==> config.mk <==
export PLATFORM = sky130hd
export DESIGN_NAME = octahedral_normal_encoder_top
export DESIGN_NICKNAME = d
export VERILOG_FILES = /design/src/sv/oct_pkg.sv /design/src/sv/oct_front.sv /design/src/sv/oct_div_cell.sv /design/src/sv/octahedral_normal_encoder_top.sv
export SDC_FILE = /design/constraint.sdc
export NUM_CORES = 2
export LEC_CHECK = 0
export CAP_MARGIN = 20
export CORE_MARGIN = 8
export CORE_UTILIZATION = 50
export DETAILED_ROUTE_END_ITERATION = 10
export DONT_BUFFER_PORTS = 1
export GPL_ROUTABILITY_DRIVEN = 0
export PLACE_DENSITY = 0.77
export SYNTH_ARGS = -nofsm -noshare
export SYNTH_HDL_FRONTEND = slang
export SYNTH_SLANG_ARGS = --single-unit
==> constraint.sdc <==
create_clock -name clk -period 54.4 [get_ports clk]
set_input_delay 2.72 -clock clk [delete_from_list [all_inputs] [get_ports clk]]
set_output_delay 2.72 -clock clk [all_outputs]
set_load 0.03 [all_outputs]
==> src/sv/oct_pkg.sv <==
// shared widths, cell word type for the octahedral normal encoder
`default_nettype none
package oct_pkg;

  localparam int COMPONENT_WIDTH = 16;
  localparam int Q_W   = 15;
  localparam int OUT_W = Q_W + 1;
  localparam int MAG_W = COMPONENT_WIDTH + 1;
  localparam int SUM_W = COMPONENT_WIDTH + 2;
  localparam int NUM_W = MAG_W + Q_W;
  localparam int STAGES = Q_W;

  typedef struct packed {
    logic [SUM_W-1:0] sum;
    logic [SUM_W-1:0] rem_u;
    logic [SUM_W-1:0] rem_v;
    logic [Q_W-1:0]   low_u;
    logic [Q_W-1:0]   low_v;
    logic [Q_W-1:0]   q_u;
    logic [Q_W-1:0]   q_v;
    logic             neg_u;
    logic             neg_v;
    logic             zero;
  } cell_word_t;

endpackage
`default_nettype wire

==> src/sv/oct_front.sv <==
// front cell: magnitudes, fold, scaled numerators and first remainders
`default_nettype none
module oct_front (
  input  wire logic                                      clk,
  input  wire logic                                      rst,
  input  wire logic                                      adv,
  input  wire logic                                      in_vld,
  input  wire logic signed [oct_pkg::COMPONENT_WIDTH-1:0] normal_x,
  input  wire logic signed [oct_pkg::COMPONENT_WIDTH-1:0] normal_y,
  input  wire logic signed [oct_pkg::COMPONENT_WIDTH-1:0] normal_z,
  output logic                                           out_vld,
  output oct_pkg::cell_word_t                            out_word
);
  import oct_pkg::*;

  logic [COMPONENT_WIDTH-1:0] ax, ay, az, fold;
  logic [MAG_W-1:0]           m_u, m_v;
  logic [NUM_W-1:0]           n_u, n_v;
  cell_word_t                 word_next;

  always_comb begin
    ax = normal_x[COMPONENT_WIDTH-1] ? (COMPONENT_WIDTH'(0) - normal_x) : normal_x;
    ay = normal_y[COMPONENT_WIDTH-1] ? (COMPONENT_WIDTH'(0) - normal_y) : normal_y;
    az = normal_z[COMPONENT_WIDTH-1] ? (COMPONENT_WIDTH'(0) - normal_z) : normal_z;
    fold = normal_z[COMPONENT_WIDTH-1] ? az : '0;
    m_u = MAG_W'(ax) + MAG_W'(fold);
    m_v = MAG_W'(ay) + MAG_W'(fold);
    // m * (2^Q_W - 1)
    n_u = {m_u, {Q_W{1'b0}}} - NUM_W'(m_u);
    n_v = {m_v, {Q_W{1'b0}}} - NUM_W'(m_v);
    word_next.sum   = SUM_W'(ax) + SUM_W'(ay) + SUM_W'(az);
    word_next.rem_u = SUM_W'(n_u[NUM_W-1:Q_W]);
    word_next.rem_v = SUM_W'(n_v[NUM_W-1:Q_W]);
    word_next.low_u = n_u[Q_W-1:0];
    word_next.low_v = n_v[Q_W-1:0];
    word_next.q_u   = '0;
    word_next.q_v   = '0;
    word_next.neg_u = normal_x[COMPONENT_WIDTH-1];
    word_next.neg_v = normal_y[COMPONENT_WIDTH-1];
    word_next.zero  = (word_next.sum == '0);
  end

  always_ff @(posedge clk) begin
    if (rst) begin
      out_vld <= 1'b0;
    end else if (adv) begin
      out_vld <= in_vld;
    end
  end

  always_ff @(posedge clk) begin
    if (adv) begin
      out_word <= word_next;
    end
  end

endmodule
`default_nettype wire

==> src/sv/oct_div_cell.sv <==
// one restoring division cell: one quotient bit for both coordinates
`default_nettype none
module oct_div_cell (
  input  wire logic          clk,
  input  wire logic          rst,
  input  wire logic          adv,
  input  wire logic          in_vld,
  input  wire oct_pkg::cell_word_t in_word,
  output logic               out_vld,
  output oct_pkg::cell_word_t out_word
);
  import oct_pkg::*;

  logic [SUM_W:0] trial_u, trial_v, diff_u, diff_v;
  logic           take_u, take_v;
  cell_word_t     word_next;

  always_comb begin
    trial_u = {in_word.rem_u, in_word.low_u[Q_W-1]};
    trial_v = {in_word.rem_v, in_word.low_v[Q_W-1]};
    diff_u  = trial_u - {1'b0, in_word.sum};
    diff_v  = trial_v - {1'b0, in_word.sum};
    take_u  = (trial_u >= {1'b0, in_word.sum});
    take_v  = (trial_v >= {1'b0, in_word.sum});
    word_next       = in_word;
    word_next.rem_u = take_u ? diff_u[SUM_W-1:0] : trial_u[SUM_W-1:0];
    word_next.rem_v = take_v ? diff_v[SUM_W-1:0] : trial_v[SUM_W-1:0];
    word_next.low_u = {in_word.low_u[Q_W-2:0], 1'b0};
    word_next.low_v = {in_word.low_v[Q_W-2:0], 1'b0};
    word_next.q_u   = {in_word.q_u[Q_W-2:0], take_u};
    word_next.q_v   = {in_word.q_v[Q_W-2:0], take_v};
  end

  always_ff @(posedge clk) begin
    if (rst) begin
      out_vld <= 1'b0;
    end else if (adv) begin
      out_vld <= in_vld;
    end
  end

  always_ff @(posedge clk) begin
    if (adv) begin
      out_word <= word_next;
    end
  end

endmodule
`default_nettype wire

==> src/sv/octahedral_normal_encoder_top.sv <==
// top level of the octahedral normal encoder, front cell and divider chain
`default_nettype none
// Encodes a normal (x, y, z) as two snorm16 octahedral coordinates. One word
// is taken every cycle unless the chain stalls; each result passes one front cell
// for magnitudes and fold, then a chain of 15 division cells, each of which
// settles one quotient bit. The whole chain stalls together when the output
// word is held by oct_ready low; no word is dropped. An all-zero normal gives
// (0, 32767).
module octahedral_normal_encoder_top (
  input  wire logic                                      clk,
  input  wire logic                                      rst,
  input  wire logic                                      normal_valid,
  output logic                                           normal_ready,
  input  wire logic signed [oct_pkg::COMPONENT_WIDTH-1:0] normal_x,
  input  wire logic signed [oct_pkg::COMPONENT_WIDTH-1:0] normal_y,
  input  wire logic signed [oct_pkg::COMPONENT_WIDTH-1:0] normal_z,
  output logic                                           oct_valid,
  input  wire logic                                      oct_ready,
  output logic signed [oct_pkg::OUT_W-1:0]               oct_u,
  output logic signed [oct_pkg::OUT_W-1:0]               oct_v
);
  import oct_pkg::*;

  logic       adv;
  logic       vld  [STAGES+1];
  cell_word_t word [STAGES+1];
  cell_word_t last;

  assign adv          = !vld[STAGES] || oct_ready;
  assign normal_ready = adv;

  oct_front u_front (
    .clk      (clk),
    .rst      (rst),
    .adv      (adv),
    .in_vld   (normal_valid),
    .normal_x (normal_x),
    .normal_y (normal_y),
    .normal_z (normal_z),
    .out_vld  (vld[0]),
    .out_word (word[0])
  );

  for (genvar i = 0; i < STAGES; i++) begin : g_cell
    oct_div_cell u_cell (
      .clk      (clk),
      .rst      (rst),
      .adv      (adv),
      .in_vld   (vld[i]),
      .in_word  (word[i]),
      .out_vld  (vld[i+1]),
      .out_word (word[i+1])
    );
  end

  assign last      = word[STAGES];
  assign oct_valid = vld[STAGES];

  always_comb begin
    if (last.zero) begin
      oct_u = '0;
      oct_v = {1'b0, {Q_W{1'b1}}};
    end else begin
      oct_u = last.neg_u ? (OUT_W'(0) - {1'b0, last.q_u}) : {1'b0, last.q_u};
      oct_v = last.neg_v ? (OUT_W'(0) - {1'b0, last.q_v}) : {1'b0, last.q_v};
    end
  end

endmodule
`default_nettype wire

==> out/results.tsv <==
metric	value	unit
hold_buf cts	0	
Arrival @ worst endpoint	8770	ps
Post-Syn Area	75200	µm²
setup TNS	0	ps
post-route minimum period	8130	ps
share of cells above drive strength 1	8.69	%
worst hold slack	401	ps
HPWL Detailed	128	mm
adder and majority gate portion of the synthesized area	11.1	%
Synth Area in XOR/XNOR	5.88	%
crit-path cells	or4_4 > or3_2 > or4_1 > or2_2 > o21ai_0 > xnor2_1 > ha_1 > nand2_1 > o311ai_0 > xor2_1 > ha_1 > nor3_1 > a21oi_1 > or4b_2 > or4_1 > or4_1 > or3_1 > nor3_1 > and4b_1	
H-Tree Depth	4	
Placed Instances	8315	
max_slew headroom	26.3	%
Die W	404	µm
CTS tree	built	
DRC viols	0	
Hold Crit Class	reg2reg	
data required time of the worst path	55040	ps
cell accounting for the most synthesized area	edfxtp_1	
area of the core	150000	µm²
Max stage delay on crit path	610	ps
final wirelength	168	mm
post-synthesis simple-gate area fraction	10.0	%
Top FF cell, synth	edfxtp_1	
maximum clock rate	123	MHz
gr ovfl total	0	
Final ANT Viol Nets	0	
filler-free cell count of the finished design	8573	
vias in the first global route	49071	
final-report hold violation count	0	
fin crit share	14.9	%
library cells used by synthesis	86	
clock sinks	1352	
Synth Area in Compound Gates	11.9	%
worst clock skew	32.3	ps
Buf+Inv Stages, Crit Path	0	
post-synth top area share	53.4	%
Final Util	55.0	%
Max clock buf depth	3	
IO Pins	86	
Area growth syn-to-layout	9.57	%
Skew-Pair Late Insertion Delay	780	ps
Setup-failing EPs final	0	
post_cts resized	0	
largest net degree at the start of global routing	187	
slowest CP cell	o311ai_0	
Die ar.	163000	µm²
flop2flop setup slack	49200	ps
fin nets	7147	
crit-path most repeated cell	or4_1	
DRC marker count from the first detailed-route iteration	4273	
number of synthesized register bits	1352	
first-pass GRT wire length	262	mm
first drt pass iteration count	6	
Seq/Total Area, Yosys	53.8	%
wire per inst	19.6	µm
CP endpoint kind	flip-flop	
top cells by area, synth	edfxtp_1 (53%), ha_1 (10%), xnor2_1 (4.0%)	
I/O Buffers	0	
final number of max-transition violations	0	
Async S/R FF share, synth	0	%
post-DR vias/cell	5.77	
clk root buf	clkbuf_16	
Worst Max-Slew Pin Slew	1110	ps
via count	49455	
initial antenna violation count	6	
Post-synth EDFFs	1336	
Die Y	404	µm
Reg clk slew, reported paths	60	ps
Critical Path Source Type	primary input	
Max Cap Violations	0	
GRT Util Overall	20.0	%
critical path type	in2reg	
status	finished, final reports clean	
postcts setup bufs	0	
Starting Density	50.2	%
Mapped Avg Cell Area	11.8	µm²
crit path max fanout	6	
kind of cell adding the most delay to the critical path	simple AND/OR/NAND/NOR gates	
mux cell area share after synthesis	4.21	%
Fill cells	12135	
combinational family with the most area after synthesis	compound AO/OA/AOI/OAI gates	
Synthesized Nets	7052	
clock buffer count from CTS	141	
Cell Rows	142	
Post-Syn Instances	6353	
Ys Warns	0	
RSZ-0062 raised after global routing	false	
cell families (layout without fill, tap and decap cells):
group / count (synthesis) / count (layout)
fa+ha+maj: 647 / 647
xor+xnor: 502 / 502
buf+inv: 611 / 814
mux: 285 / 285
flops: 1352 / 1352
other cells: 0 / 1
simple gates: 1557 / 1557
compound gates: 1399 / 1399
layout make-up:
cell class | count | area, µm² | area share [%]
Tap cell | 2016 | 2520 | 3.06
Antenna cell | 1 | 2.50 | 0.00304
Clock inverter | 81 | 823 | 1.00
Inverter | 517 | 1950 | 2.37
Clock buffer | 170 | 3680 | 4.47
Sequential cell | 1352 | 40400 | 49.1
Timing Repair Buffer | 46 | 498 | 0.605
Multi-Input combinational cell | 4390 | 32400 | 39.4
Yosys cell counts (51+ instances only):
master       n
edfxtp_1  1336
ha_1       615
inv_1      517
nor2_1     435
nand2_1    430
a21oi_1    367
o21ai_0    342
xnor2_1    342
mux2_2     248
a21o_1     189
xor2_1     158
nor3_1     121
nor2b_1    109
nand3_1     86
nand2b_1    85
o21a_1      77
clkbuf_1    75
nand4_1     67
a21boi_0    64
o31ai_1     51
per-stage QoR:
step | cell area [µm²] | setup WS (ps)
after floorplan | 75200 | 12330
after global placement | 77700 | 45750
after detailed placement | 77700 | 45720
after CTS | 82200 | 46470
after global routing | 82400 | 46160
final | 82400 | 46270
final timing paths:
kind	startpoint	end	depth (start not counted)
worst min register to register	g_cell[2].u_cell.out_word[43]$_DFFE_PP_	g_cell[3].u_cell.out_word[44]$_DFFE_PP_	0
worst max-delay path	normal_y[5]	u_front.out_word[0]$_DFFE_PP_	19
worst max register to register	g_cell[14].u_cell.out_vld$_SDFFE_PP0P_	g_cell[0].u_cell.out_word[92]$_DFFE_PP_	8
worst min-delay path	g_cell[2].u_cell.out_word[43]$_DFFE_PP_	g_cell[3].u_cell.out_word[44]$_DFFE_PP_	0
state kept, by name, indices dropped and copies added (netlist names):
name	count
g_cell.u_cell.out_word	1251
u_front.out_word	85
g_cell.u_cell.out_vld	15
u_front.out_vld	1
cell usage in the layout (no fill, tap or decap), types with 27 or more instances in the layout:
cell type	instances
a211oi_1	39
a21boi_0	64
a21o_1	189
a21oi_1	363
a31oi_1	38
and4_1	33
buf_4	37
clkbuf_1	27
clkbuf_16	143
edfxtp_1	1336
fa_1	32
ha_1	615
inv_1	516
mux2_2	248
mux2i_1	37
nand2_1	430
nand2b_1	85
nand3_1	86
nand4_1	67
nor2_1	433
nor2b_1	108
nor3_1	121
nor4_1	31
o21a_1	77
o21ai_0	340
o21bai_1	31
o31ai_1	51
or3_1	29
xnor2_1	342
xor2_1	158
per-layer routing:
metal / vias to the layer above / wire length [µm] / GRT usage [%]
li1: 23696 / - / -
met1: 23760 / 67400 / 23.7
met2: 1595 / 83700 / 35.5
met3: 404 / 9710 / 3.52
met4: 0 / 7430 / 8.62
met5: - / 0 / 0
Power is left out: the tool's default activity adds up to more than one toggle a clock period on the data nets, which glitch-free logic cannot reach.
